$ cat config.mk
export PLATFORM = sky130hd
export DESIGN_NAME = dsd_mod_store
export DESIGN_NICKNAME = d
export VERILOG_FILES = /design/src/dsd_pkg.sv /design/src/dsd_mod_store.sv
export SDC_FILE = /design/constraint.sdc
export NUM_CORES = 1
export LEC_CHECK = 0
export BUFFER_PORTS_ARGS = -buffer_cell sky130_fd_sc_hd__buf_4
export CAP_MARGIN = 0
export CORE_MARGIN = 2
export CORE_UTILIZATION = 50
export CTS_CLUSTER_DIAMETER = 150
export DETAILED_ROUTE_END_ITERATION = 8
export MAX_ROUTING_LAYER = met4
export PLACE_DENSITY = 0.79
export SLEW_MARGIN = 20
export SYNTH_ARGS = -nofsm -noshare
export SYNTH_HDL_FRONTEND = slang
export SYNTH_SLANG_ARGS = --single-unit
$ cat constraint.sdc
create_clock -name clock -period 6.4 [get_ports clock]
set_clock_uncertainty 0.15 [all_clocks]
set_input_delay 0.64 -clock clock [delete_from_list [all_inputs] [get_ports clock]]
set_output_delay 0.64 -clock clock [all_outputs]
set_load 0.05 [all_outputs]
$ cat src/dsd_pkg.sv
// Package with constants, types and write-port structs of the debounce block.
`timescale 1ns / 1ps
`default_nettype none
package dsd_pkg;

   localparam int NUM_MODULES = 16;
   localparam int PORT_WIDTH  = 32;

   localparam int MOD_IDX_W = 4;
   localparam int CHAN_W    = 6;
   localparam int WORD_W    = 32;
   localparam int HOLD_W    = 16;
   localparam int TIME_W    = 31;
   localparam int POS_W     = 5;
   localparam int SLOTS     = 32;

   localparam int MOD_AW     = (NUM_MODULES > 1) ? $clog2(NUM_MODULES) : 1;
   localparam int FILT_DEPTH = NUM_MODULES * SLOTS;
   localparam int FILT_AW    = MOD_AW + POS_W;

   localparam logic [WORD_W-1:0] PORT_MASK = WORD_W'((64'd1 << PORT_WIDTH) - 64'd1);

   typedef struct packed {
      logic [WORD_W-1:0] cache;
      logic [WORD_W-1:0] mask;
   } mod_entry_type;

   typedef struct packed {
      logic              accepted_bit;
      logic [TIME_W-1:0] start;
   } filt_entry_type;

   typedef struct packed {
      logic              en;
      logic [MOD_AW-1:0] addr;
      mod_entry_type     data;
   } mod_wr_type;

   typedef struct packed {
      logic               en;
      logic [FILT_AW-1:0] addr;
      filt_entry_type     data;
   } filt_wr_type;

   typedef struct packed {
      logic [MOD_IDX_W-1:0] module_index;
      logic [CHAN_W-1:0]    channel_number;
      logic [WORD_W-1:0]    port_word;
      logic [HOLD_W-1:0]    hold_time;
      logic [TIME_W-1:0]    now_time;
   } req_type;

   typedef struct packed {
      logic [WORD_W-1:0] read_value;
      logic              change_pending;
   } rsp_type;

endpackage
`default_nettype wire

$ cat src/dsd_mod_store.sv
// Per-module memory of cached port word and unread mask, with entry valid bits.
`timescale 1ns / 1ps
`default_nettype none
module dsd_mod_store import dsd_pkg::*; (
   input  wire logic              clock,
   input  wire logic              reset,
   input  wire logic              rd_en,
   input  wire logic [MOD_AW-1:0] rd_addr,
   input  wire mod_wr_type        wr,
   output mod_entry_type          rd_data
);

   mod_entry_type              store_mem [NUM_MODULES];
   mod_entry_type              rd_data_ff;
   logic                       rd_valid_ff;
   logic [NUM_MODULES-1:0]     valid_ff;
   logic                       wr_hit;

   // A write at the same edge as the read is passed straight to the read register.
   assign wr_hit = wr.en && (wr.addr == rd_addr);

   always_ff @(posedge clock) begin
      if (wr.en) begin
         store_mem[wr.addr] <= wr.data;
      end
      if (rd_en) begin
         rd_data_ff <= wr_hit ? wr.data : store_mem[rd_addr];
      end
   end

   always_ff @(posedge clock) begin
      if (reset) begin
         valid_ff    <= '0;
         rd_valid_ff <= 1'b0;
      end else begin
         if (wr.en) begin
            valid_ff[wr.addr] <= 1'b1;
         end
         if (rd_en) begin
            rd_valid_ff <= wr_hit || valid_ff[rd_addr];
         end
      end
   end

   // An entry never written has an all-zero unread mask, so its cache is not used.
   assign rd_data.cache = rd_data_ff.cache;
   assign rd_data.mask  = rd_valid_ff ? rd_data_ff.mask : '0;

endmodule
`default_nettype wire

---- After elaboration in Yosys (flattened, before gate mapping) ----
Memory sizes are Yosys's and may differ from the RTL's. A register that Yosys moved wholly into a read port is not among the register bits.
Cells that the tools add are included.
Widths: inputs -> output; s select.
operators by class
  $lt $le $gt $ge ......................... 3
  equality and inequality tests ........... 1
  muxes and demuxes ....................... 7
  bitwise gates (word level) .............. 1
  reduce and logical (&&, ||, !) cells .... 3
operator list
  operator            number
  $mux 32             1
  $or 16x16->16       1
  $lt 4x5->1 const B  2
  $bmux 1 s4          1
  $demux 1 s4         1
  $eq 4x4->1          1
  $ge 4x1->1 const B  1
  $mux 1              4
  $logic_and 1x1->1   2
  $logic_or 1x1->1    1
storage, ports and cells
  register bits after elaboration ......... 17
  bits in writable memories ............... 1024
  bits of input ports ..................... 76
  word-level logic and storage cells ...... 18
  memories kept ........................... 1
memories
  name       words  width  read ports  clocked after memory_dff  wr ports  RTL line             RTL
  store_mem  16     64     1           1                         1         dsd_mod_store.sv:13  mod_entry_type store_mem [NUM_MODULES];

---- Depth between registers and ports, before layout ----
  depth in word-level cells ............... 5
  mapped depth ............................ 7
  mapped depth without buffers ............ 4

---- Worst setup path after synthesis ----
No wires, ideal clock.
  path type ............................... in2reg
  from .................................... input port wr[66] in the netlist's numbering
  to ...................................... memory store_mem[0][0] in the netlist's numbering, enable pin
  library setup time ...................... 0.567 ns
  arrival time ............................ 5.553 ns
  data required time ...................... 5.683 ns
  slack ................................... 0.131 ns
  stages on the path ...................... 2
  buffers on the path ..................... 0
  cells stage by stage .................... or3b_2 nor3_1
RTL lines
  item             RTL line             RTL
  start, declared  dsd_mod_store.sv:9   input wire mod_wr_type wr,
  end, declared    dsd_mod_store.sv:13
Straight into the memory's write port.

==> flow_metrics.env <==
export IMPL_final_common_cell="edfxtp_1"
export IMPL_post_route_util_pct=57.0
export IMPL_dpl_instance_area_mm2=0.0443
export IMPL_start_kind="input port"
export IMPL_io_buffers=139
export IMPL_final_cell_mix="1088 x edfxtp_1, 260 x mux4_2, 177 x buf_4, 126 x a22oi_1, 104 x clkbuf_16"
export IMPL_r2r_end="rd_data[45]"
export IMPL_power_leakage_nw=15.2
export IMPL_clock_path_buffers=3
export IMPL_ys_ff_latch=1105
export IMPL_dr_total_vias=20100
export IMPL_hold_viol=0
export IMPL_async_flop_share_pct=0
export IMPL_final_cell_count_no_fill=3178
export IMPL_tightest_slew_ps=1100
export IMPL_n_fill_cell=5740
export IMPL_cts_buffers=102
export IMPL_drive_above_1_share_pct=32.1
export IMPL_fp_dieArea_mm2=0.0864
export IMPL_viasPerCell=6.34
export IMPL_post_cts_resized=0
export IMPL_grt_max_degree=136
export IMPL_r2r_start="store_mem[9][45]"
export IMPL_crit_fanout=135
export IMPL_ctsHtreeMaxLevel=3
export IMPL_ant_nets=0
export IMPL_start_util_pct=50.4
export IMPL_required_ps=6660
export IMPL_die_w_um=294
export IMPL_dp_hpwl_um=47300
export IMPL_avgSynthCellArea_um2=22.6
export IMPL_rsz0062_at_grt="no"
export IMPL_status="completed"
export IMPL_tritoncts="yes"
export IMPL_critical_path_class="input port to register"
export IMPL_power_density_mw_per_mm2=316
export IMPL_holdCritStartpoint="wr[23]"
export IMPL_post_cts_buffers=0
export IMPL_ir_drop_uv=201
export IMPL_slew_viol_final=0
export IMPL_synthToLayoutAreaGrowth_pct=13.1
export IMPL_regToRegSetupSlack_ps=4460
export IMPL_grt_pass1_wl_um=142000
export IMPL_mappedNetlistArea_mm2=0.0420
export IMPL_final_nets=2089
export IMPL_r2r_cells=4
export IMPL_synth_edf_count=1088
export IMPL_holdPathEnd="store_mem[8][23]"
export IMPL_ios=140
export IMPL_clock_root_buffer="clkbuf_16"
export IMPL_synth_yosys_seq_area_share_pct=78.5
export IMPL_row_count=106
export IMPL_wire_per_inst_um=30.6
export IMPL_yosysUniqueCellTypes=25
export IMPL_fmaxAchievable_mhz=323
export IMPL_fin_hold_ws_ps=108
export IMPL_arrival_ps=3350
export IMPL_stdcell_area_mm2=0.0476
export IMPL_antenna_found_initial=3
export IMPL_drt_total_wl_um=97300
export IMPL_min_period_ps=3090
export IMPL_core_area_mm2=0.0834
export IMPL_synth_nets=1935
export IMPL_slew_limit_headroom_pct=26.5
export IMPL_cts_sinks=1105
export IMPL_setup_viol=0
export IMPL_clk_pin_slew_worst_paths_ps=70
export IMPL_synth_warnings=0
export IMPL_ys_flop_type="edfxtp_1"
export IMPL_critical_path_startpoint="rd_addr[1]"
export IMPL_grt_util_all_layers_pct=23.5
export IMPL_first_pass_iters=5
export IMPL_die_h_um=294
export IMPL_min_period_over_period_pct=48.3
export IMPL_drtIter0Drc=2568
export IMPL_place_congestion=0.731
export IMPL_hp_class="input port to register"
export IMPL_synthCells=1859
export IMPL_grt_ovfl_total=0
export IMPL_whs_path_depth=1
export IMPL_end_kind="register"
export IMPL_grt_pass1_vias=20900
export IMPL_drc=0
export IMPL_cts_hold_fix_buffers=0
export IMPL_fin_setup_tns_ps=0
export IMPL_insertion_delay_ps=670
export IMPL_maxCapViolCount=0
export IMPL_place_inst=2989
[power by group]
part	internal, W	total [W]	switching [W]
Combinational	0.000343	0.000883	0.000540
Sequential	0.00814	0.00820	0.0000587
Clock	0.00339	0.00596	0.00257
Total	0.0119	0.0150	0.00317
[layer usage]
metal	wire length, µm	vias to the layer above	share of wire, %	track usage (%)
li1	-	8103	-	-
met1	37100	10700	38	31.9
met2	48900	1194	50	37.0
met3	9370	164	9.6	4.44
met4	1980	0	2.0	6.31
met5	0	-	0	-
[worst max-delay path, cell delays in order]
cell and delay [ps]:
buf_8 700, buf_12 580, mux4_2 440, a22oi_1 270, nand2_1 100, mux2_2 280
[state kept, by name, summed over array words and instances (netlist names)]
register	count
valid_ff	16
rd_valid_ff	1
store_mem	1024
rd_data	32
rd_data_ff	32
[cell families after synthesis]
kind of cell	after synthesis	synth area share [%]
simple gates	162	1.73
mux	328	15.7
compound gates	127	2.28
buf+inv	133	1.65
xor+xnor	4	0.0833
flops	1105	78.5
[cells in the mapped netlist (all sizes together), types with 2 or more instances]
master | n | area share, %
a22oi | 126 | 2.2
and2 | 33 | 0.49
buf | 83 | 1.2
clkbuf | 50 | 0.45
dfxtp | 17 | 0.81
edfxtp | 1088 | 78
mux2 | 64 | 1.7
mux2i | 4 | 0.095
mux4 | 260 | 14
nand2 | 66 | 0.59
nand2b | 2 | 0.030
nand3b | 3 | 0.054
nor2 | 48 | 0.43
nor2b | 2 | 0.030
nor3 | 4 | 0.048
xor2 | 3 | 0.063
[how the worst max path moves through the flow]
stage / endpoint / slack, ps / cells past startpoint
2_1_floorplan: store_mem[0][0] / 130 / 2
3_3_place_gp: rd_data[63] / 2710 / 5
3_5_place_dp: rd_data[45] / 2690 / 6
4_1_cts: rd_data[45] / 3390 / 6
5_1_grt: rd_data[37] / 3280 / 5
6_report: rd_data[45] / 3310 / 6
[cell type report]
cell class / instances / area (µm²) / area share (%)
repair buffers: 183 / 1440 / 3.03
clock inverters: 61 / 582 / 1.22
diodes: 4 / 10.0 / 0.0210
clock buffers: 124 / 2690 / 5.65
multi-input cells: 621 / 8480 / 17.8
flip-flops and latches: 1105 / 33000 / 69.4
well taps: 1080 / 1350 / 2.84
[metrics by stage]
stage / total power [W] / setup WS, ps
3_3_place_gp: 0.00919 / 2710
2_1_floorplan: 0.00890 / 131
6_report: 0.0150 / 3310
3_5_place_dp: 0.00923 / 2690
4_1_cts: 0.0151 / 3390
5_1_grt: 0.0154 / 3280
Note: power is estimated with default switching activity, not from simulation.
