--- src/dsd_pkg.sv ---
// Package with constants, types and write-port structs of the debounce block.
`timescale 1ns / 1ps
`default_nettype none
package dsd_pkg;

   localparam int NUM_MODULES = 16;
   localparam int PORT_WIDTH  = 32;

   localparam int MOD_IDX_W = 4;
   localparam int CHAN_W    = 6;
   localparam int WORD_W    = 32;
   localparam int HOLD_W    = 16;
   localparam int TIME_W    = 31;
   localparam int POS_W     = 5;
   localparam int SLOTS     = 32;

   localparam int MOD_AW     = (NUM_MODULES > 1) ? $clog2(NUM_MODULES) : 1;
   localparam int FILT_DEPTH = NUM_MODULES * SLOTS;
   localparam int FILT_AW    = MOD_AW + POS_W;

   localparam logic [WORD_W-1:0] PORT_MASK = WORD_W'((64'd1 << PORT_WIDTH) - 64'd1);

   typedef struct packed {
      logic [WORD_W-1:0] cache;
      logic [WORD_W-1:0] mask;
   } mod_entry_type;

   typedef struct packed {
      logic              accepted_bit;
      logic [TIME_W-1:0] start;
   } filt_entry_type;

   typedef struct packed {
      logic              en;
      logic [MOD_AW-1:0] addr;
      mod_entry_type     data;
   } mod_wr_type;

   typedef struct packed {
      logic               en;
      logic [FILT_AW-1:0] addr;
      filt_entry_type     data;
   } filt_wr_type;

   typedef struct packed {
      logic [MOD_IDX_W-1:0] module_index;
      logic [CHAN_W-1:0]    channel_number;
      logic [WORD_W-1:0]    port_word;
      logic [HOLD_W-1:0]    hold_time;
      logic [TIME_W-1:0]    now_time;
   } req_type;

   typedef struct packed {
      logic [WORD_W-1:0] read_value;
      logic              change_pending;
   } rsp_type;

endpackage
`default_nettype wire

--- src/dsd_update.sv ---
// Read-modify-write logic: unread mask update, bit select and debounce decision.
`timescale 1ns / 1ps
`default_nettype none
module dsd_update import dsd_pkg::*; (
   input  wire logic           advance,
   input  wire req_type        req,
   input  wire mod_entry_type  mod_entry,
   input  wire filt_entry_type filt_entry,
   output rsp_type             result,
   output mod_wr_type          mod_wr,
   output filt_wr_type         filt_wr
);

   logic              in_range;
   logic [CHAN_W-1:0] ch_m1;
   logic [POS_W-1:0]  pos;
   logic [WORD_W-1:0] sel;
   logic [WORD_W-1:0] word;
   logic [WORD_W-1:0] tmp;
   logic              raw_bit;
   logic              prev_bit;
   logic [TIME_W-1:0] start;
   logic [TIME_W-1:0] elapsed;
   logic              held_long;
   logic [MOD_AW-1:0] mod_idx;

   always_comb begin
      in_range  = (32'(req.module_index) < 32'(NUM_MODULES))
               && (req.channel_number <= CHAN_W'(PORT_WIDTH));
      ch_m1     = req.channel_number - CHAN_W'(1);
      pos       = ch_m1[POS_W-1:0];
      sel       = WORD_W'(1) << pos;
      word      = req.port_word & PORT_MASK;
      mod_idx   = MOD_AW'(req.module_index);
      prev_bit  = filt_entry.accepted_bit;
      // A stored start of zero means no timer is running; it starts now.
      start     = (filt_entry.start == '0) ? req.now_time : filt_entry.start;
      elapsed   = req.now_time - start;
      held_long = elapsed >= TIME_W'(req.hold_time);

      tmp     = word;
      raw_bit = 1'b0;
      result  = '0;
      mod_wr  = '0;
      filt_wr = '0;
      mod_wr.addr  = mod_idx;
      filt_wr.addr = {mod_idx, pos};

      if (in_range) begin
         mod_wr.en = advance;
         if (req.channel_number == '0) begin
            mod_wr.data.cache = word;
            mod_wr.data.mask  = PORT_MASK;
            result.read_value = word;
         end else begin
            if ((mod_entry.mask & sel) != '0) begin
               tmp               = mod_entry.cache;
               mod_wr.data.cache = mod_entry.cache;
               mod_wr.data.mask  = mod_entry.mask & ~sel;
            end else begin
               mod_wr.data.cache = word;
               mod_wr.data.mask  = PORT_MASK & ~sel;
            end
            raw_bit = tmp[pos];
            result.read_value = WORD_W'(raw_bit);
            if (req.hold_time != '0) begin
               filt_wr.en = advance;
               if (prev_bit == raw_bit) begin
                  filt_wr.data = {prev_bit, TIME_W'(0)};
               end else if (held_long) begin
                  filt_wr.data = {raw_bit, TIME_W'(0)};
               end else begin
                  filt_wr.data          = {prev_bit, start};
                  result.read_value     = WORD_W'(prev_bit);
                  result.change_pending = 1'b1;
               end
            end
         end
      end
   end

endmodule
`default_nettype wire

--- config.mk ---
export PLATFORM = sky130hd
export DESIGN_NAME = dsd_update
export DESIGN_NICKNAME = d
export VERILOG_FILES = /design/src/dsd_pkg.sv /design/src/dsd_update.sv
export SDC_FILE = /design/constraint.sdc
export NUM_CORES = 1
export LEC_CHECK = 0
export ABC_AREA = 1
export BUFFER_PORTS_ARGS = -buffer_cell sky130_fd_sc_hd__buf_2
export CAP_MARGIN = 5
export CELL_PAD_IN_SITES_DETAIL_PLACEMENT = 0
export CELL_PAD_IN_SITES_GLOBAL_PLACEMENT = 2
export CORE_UTILIZATION = 18
export DETAILED_ROUTE_END_ITERATION = 10
export PLACE_DENSITY_LB_ADDON = 0.1
export SYNTH_ARGS = -nofsm -noshare
export SYNTH_HDL_FRONTEND = slang
export SYNTH_SLANG_ARGS = --single-unit
--- constraint.sdc ---
create_clock -name vclk -period 7.7
set_clock_uncertainty 0.1 [all_clocks]
set_input_delay 1.54 -clock vclk [all_inputs]
set_output_delay 1.54 -clock vclk [all_outputs]
set_load 0.03 [all_outputs]
## Yosys cells after proc, flatten, opt, wreduce, memory -nomap -nowiden

Cells that the tools add are included.
W data, S select, Z words.

| word-level totals | value |
|---|---|
| logic and storage cells | 38 |
| register bits after elaboration | 0 |
| output and inout port bits | 144 |
| input bits | 186 |

| cells by class | value |
|---|---|
| shift operators | 1 |
| multiplexer cells | 24 |
| $add $sub $neg | 2 |
| order comparisons | 3 |
| reductions and logical operators | 4 |
| bitwise logic cells | 3 |
| equal/unequal tests | 1 |

Operator list:

| cell | count |
|---|---|
| $mux W32 | 9 |
| $mux W64 | 3 |
| $and A32 B32 Y32 | 2 |
| $mux W33 | 1 |
| $not A32 Y32 | 1 |
| $reduce_bool A32 Y1 | 1 |
| $shl A1 B5 Y32 const A | 1 |
| $ge A31 B16 Y1 | 1 |
| $logic_not A31 Y1 | 1 |
| $mux W31 | 1 |
| $sub A31 B31 Y31 | 1 |
| $reduce_bool A16 Y1 | 1 |
| $le A6 B6 Y1 const B | 1 |
| $logic_not A6 Y1 | 1 |
| $lt A5 B6 Y1 const B | 1 |
| $mux W1 | 6 |
| $mux W2 | 3 |
| $bmux W1 S5 | 1 |
| $sub A5 B1 Y5 const B | 1 |
| $eq A1 B1 Y1 | 1 |

## Longest topological paths before layout

Gate-level depths: netlist of the first run.

| depth | value |
|---|---|
| depth after elaboration | 14 |
| gate-level depth with buffers | 33 |
| gate-level depth less buffers | 32 |

## Worst setup path before layout of the first run

OpenSTA, ideal clock, no wires.

| timing path | value |
|---|---|
| path kind | input port to output port |
| from | input filt_entry[15] (netlist name) |
| to | output filt_wr[0] (netlist name) |
| data required time | 6.060 ns |
| path buffers | 2 |
| arrival time | 6.334 ns |
| slack | -0.274 ns |
| cell stages on the path | 24 |
| cell sequence | nor4_1 > nand4_1 > or2_2 > clkbuf_1 > clkbuf_1 > mux2i_1 > ha_1 > a21o_1 > a31oi_1 > o21bai_1 > a21boi_0 > xnor2_1 > ha_1 > nand2_1 > nor2_1 > a21oi_1 > nand3_1 > nor3_1 > nand2_1 > nor2_1 > nand4_1 > nor3_1 > nand3_4 > a21oi_1 |

RTL lines:

| element | RTL line | source |
|---|---|---|
| start, declared | dsd_update.sv:8 | `input wire filt_entry_type filt_entry,` |
| end, declared | dsd_update.sv:11 | `output filt_wr_type filt_wr` |

==> qor.yml, run 1 <==
status: "complete, but fails checks"
violations: "setup timing"
nNetsFinal: 1670
grt_overflow_total: 0
num_rows: 63
layout_common_cells: "buf_2, nand2_1, buf_4, nor2_1, inv_1"
postRouteAntennaNets: 0
routed_wl_mm: 28.9
yosys.area.top_type_share_pct: 12.7
n_antenna_cell: 0
path_max_fanout: 16
critPathLaunch: "filt_entry[18]"
area.sequential_um2: 0
gp_congestion: 0.777
hold_viol_final: 0
rsz0062_at_grt: "true"
path_class: "in -> out"
dp_hpwl_mm: 23.2
synth_warnings: 0
cp.arrival_ns: 6.29
synth_area_um2: 5420
whs_path_depth: 0
slowest_delay_ns: 0.36
ir_worst_vdd_v: 0.0000318
setup_viol: 32
hp-start: "req[88]"
wl_per_cell_um: 15.9
synth.avg_cell_area_um2: 5.42
syn2layout_area_growth_pct: 76.2
vias: 8121
cellPowerDensity_nw_per_um2: 88.6
synth.area.top_cells: "nand2_1, ha_1, nand3_1"
grt_pass1_wl_mm: 44.8
worst_slack_ns: -0.231
grt_pass1_vias: 8341
io_pins: 330
numPortBuffers: 318
routed_via_density: 4.46
worstMarginPinSlew_ns: 1.11
track_usage_pct: 18.0
ys_seq_area_share_pct: 0
cp.required_ns: 6.06
p_leak_nw: 5.17
final_common_cell: "buf_2"
multiInputGateArea_um2: 5340
fin_util_pct: 32.2
drive_gt1_share_pct: 44.1
clockBufferCount: 0
worst_setup_path_start_kind: "input pin"
ys_types: 40
max_freq_mhz: 126
place_ws_ns: -0.601
first_iter_violations: 306
maxCapViolations: 0
initial_utilization_pct: 18.3
end_kind: "output pin"
hold_end: "filt_wr[40]"
drc: 0
syn_nets: 1238
fillers: 3465
die_x_um: 175
max-slew-margin-rel_pct: 26.0
antenna_found_initial: 0
period_needed_ns: 7.93
yosys.area.top_type: "nand2_1"
syn_inst: 1000
die_h_um: 175
dieArea_um2: 30800
cp_slowest_cell: "or2_4"
grt_max_degree: 62
cpMostUsedCell: "buf_4"
period_share_pct: 103
hp-class: "in -> out"
power_mw: 0.846
slew_violations: 0
core_um2: 29600
design.seq.count: 0
drt_pre_antenna_iters: 5
## final cells by class
| type | instances | share of cell area, % |
|---|---|---|
| Inverter | 133 | 5.33 |
| Multi-Input combinational cell | 813 | 56.0 |
| Tap cell | 390 | 5.11 |
| Timing Repair Buffer | 484 | 33.6 |
## cell usage after synthesis (9+ instances only)
| library cell | count |
|---|---|
| a21oi_1 | 56 |
| a31oi_1 | 31 |
| buf_4 | 10 |
| clkbuf_1 | 28 |
| ha_1 | 51 |
| inv_1 | 129 |
| mux2i_1 | 24 |
| nand2_1 | 184 |
| nand3_1 | 112 |
| nand4_1 | 26 |
| nor2_1 | 144 |
| nor2_2 | 36 |
| nor3_1 | 9 |
| nor4_1 | 14 |
| o211ai_1 | 13 |
| o21ai_0 | 28 |
| o31ai_1 | 14 |
| xnor2_1 | 13 |
| xor2_1 | 9 |
## worst max-delay path by stage
stage / to / slack (ns)
3_3_place_gp: filt_wr[0] / -0.52
2_1_floorplan: filt_wr[22] / -0.05
6_report: filt_wr[10] / -0.23
5_1_grt: filt_wr[10] / -0.54
4_1_cts: filt_wr[0] / -0.13
3_5_place_dp: filt_wr[0] / -0.60
## worst max-delay path: cells and delay by family
kind	cells	cell delay [ns]
compound gates	2	0.27
simple gates	16	2.43
fa+ha+maj	2	0.63
xor+xnor	1	0.15
mux	1	0.19
buf+inv	7	1.09
## power by group
group	switching (mW)	leakage, nW	internal [mW]
clock network	0	0	0
registers	0	0	0
logic	0.516	5.17	0.330
## metal layers
metal,part of all wire [%],vias up,GRT usage [%],wire length (um)
li1,-,4228,-,-
met1,43,3655,22.5,12400
met2,51,232,33.6,14700
met3,5.9,6,2.68,1710
met4,0.33,0,0.616,95
met5,0,-,0,0
## logic make-up (layout without fill, tap and decap cells)
family	count (synthesis)	in the layout	share of synthesized area, %
simple gates	546	546	46.0
buf+inv	187	617	15.2
compound gates	169	169	18.7
fa+ha+maj	52	52	12.1
mux	24	24	4.43
xor+xnor	22	22	3.56
## what timing repair did
action                     CTS  global route
buffers inserted            20             7
setup endpoints to repair   34            34
hold buffers                 0             0
hold endpoints to repair     0             0
gates cloned                 1             3
resized for setup          161            79
pin swaps                   10            33
## metrics by stage
step / instance area (um2) / TNS, ns / hold slack (ns) / std cells
after floorplan: 5420 / -1.53 / 3.11 / 1000
after global placement: 8260 / -16.17 / 2.98 / 1793
after detailed placement: 8260 / -19.08 / 2.98 / 1793
after CTS: 9070 / -2.81 / 2.98 / 1813
after global routing: 9550 / -16.74 / 2.98 / 1820
final: 9550 / -6.41 / 2.98 / 1820
Power figures use the tool's default switching activity.
==> inputs of run 2 (changes only) <==
PLACE_DENSITY = 0.84   (was not set)
PLACE_DENSITY_LB_ADDON = not set   (was 0.1)
REMOVE_ABC_BUFFERS = 1   (was not set)
==> run 2 against run 1 <==
Against the previous run: combinational power decreased by 4.4%; worst hold slack about the same; fmax increased by 0.50%; non-clock buffer count increased by 5; global-route usage decreased by 1.2 points; clock-buffer cell count unchanged; design area decreased by 3.6%; first-iteration DRC count increased by 15%; critical path depth increased by 2; final cell count increased by 0.49%; worst setup slack improved by 0.039 ns; core utilization decreased by 1.1 points; the run still ends with setup timing left.
==> qor.yml, run 2 (synthesized netlist as in run 1, its figures left out) <==
drc: 0
grt_pass1_vias: 8241
clockBufferCount: 0
gp_congestion: 0.868
setup_viol: 32
worst_setup_path_start_kind: "input pin"
p_leak_nw: 5.12
cp_slowest_cell: "or2_4"
vias: 8371
status: "complete, but fails checks"
area.sequential_um2: 0
multiInputGateArea_um2: 5040
grt_use_met2_pct: 32.5
grt_overflow_total: 0
cp.required_ns: 6.06
design.seq.count: 0
io_pins: 330
path_max_fanout: 7
drive_gt1_share_pct: 41.8
period_needed_ns: 7.89
end_kind: "output pin"
crit_family: "simple AND/OR/NAND/NOR gates"
hold_end: "mod_wr[64]"
ir_worst_vdd_v: 0.0000298
final_common_cell: "buf_2"
worst_slack_ns: -0.191
period_share_pct: 102
grt_max_degree: 96
track_usage_pct: 16.8
wl_per_cell_um: 15.1
fin_util_pct: 31.1
worstMarginPinSlew_ns: 0.997
whs_path_depth: 0
max-slew-margin-rel_pct: 33.5
fin_area_um2: 9210
critPathBufInv: 8
fillers: 3356
grt_pass1_wl_mm: 41.9
cp.arrival_ns: 6.25
dieArea_um2: 30800
grt_util_met1_pct: 19.6
hp-start: "req[85]"
layout_common_cells: "buf_2, nand2_1, buf_4, nor2_1, inv_1"
routed_wl_mm: 27.6
slowest_delay_ns: 0.30
nNetsFinal: 1675
max_freq_mhz: 127
grt.busiest_layer: "met2"
core_um2: 29600
cellPowerDensity_nw_per_um2: 87.9
die_x_um: 175
first_iter_violations: 352
routed_via_density: 4.58
grtUsageMet3_pct: 1.95
antenna_found_initial: 6
dp.cells: 1809
postRouteAntennaNets: 0
violations: "setup timing"
syn2layout_area_growth_pct: 69.9
hold_viol_final: 0
cts_hold_buf: 0
num_rows: 63
numPortBuffers: 318
power_mw: 0.809
stdcell_count: 1829
rsz0062_at_grt: "true"
dp_hpwl_mm: 22.5
finalSetupTns_ns: -5.18
hp-class: "in -> out"
placed_cell_area_um2: 8360
drt_pre_antenna_iters: 5
maxCapViolations: 0
path_class: "in -> out"
slew_violations: 0
initial_utilization_pct: 18.3
die_h_um: 175
==> run 2: repair_timing <==
item	4_1_cts	5_1_grt
endpoints found under the setup margin	34	34
gates cloned	0	1
buffers inserted	12	5
pin swaps	6	7
resized for setup	91	79
==> run 2: power breakdown <==
| part | internal, mW | total, mW | switching [mW] |
|---|---|---|---|
| sequential | 0 | 0 | 0 |
| clock | 0.0000000694 | 0.0000000695 | 0 |
| combinational | 0.315 | 0.809 | 0.494 |
| total | 0.315 | 0.809 | 0.494 |
==> run 2: how the worst max path moves through the flow <==
stage,from,endpoint,slack [ns],depth (start not counted)
2_1_floorplan,filt_entry[15],filt_wr[0],-0.64,25
3_3_place_gp,filt_entry[15],filt_wr[0],-0.67,28
3_5_place_dp,filt_entry[15],filt_wr[0],-0.71,28
4_1_cts,filt_entry[23],filt_wr[1],-0.16,32
5_1_grt,filt_entry[23],filt_wr[23],-0.52,32
6_report,filt_entry[23],filt_wr[0],-0.19,31
==> run 2: per-stage QoR <==
step | setup WS (ns) | hold WS [ns]
2_1_floorplan | -0.641 | 2.98
3_3_place_gp | -0.673 | 2.98
3_5_place_dp | -0.706 | 2.98
4_1_cts | -0.165 | 2.98
5_1_grt | -0.520 | 2.98
6_report | -0.191 | 2.98
==> run 2: area by class of cell <==
type / count / share of cell area [%]
diodes: 4 / 0.109
inverters: 133 / 5.42
multi-input cells: 813 / 54.7
well taps: 390 / 5.30
repair buffers: 489 / 34.5
==> run 2: per-layer routing <==
| metal | routed length (um) | up-vias | share of wire [%] |
|---|---|---|---|
| met2 | 14100 | 277 | 51 |
| met1 | 11400 | 3814 | 41 |
| met4 | 465 | 4 | 1.7 |
| met5 | 27 | - | 0.098 |
| met3 | 1560 | 32 | 5.6 |
| li1 | - | 4244 | - |
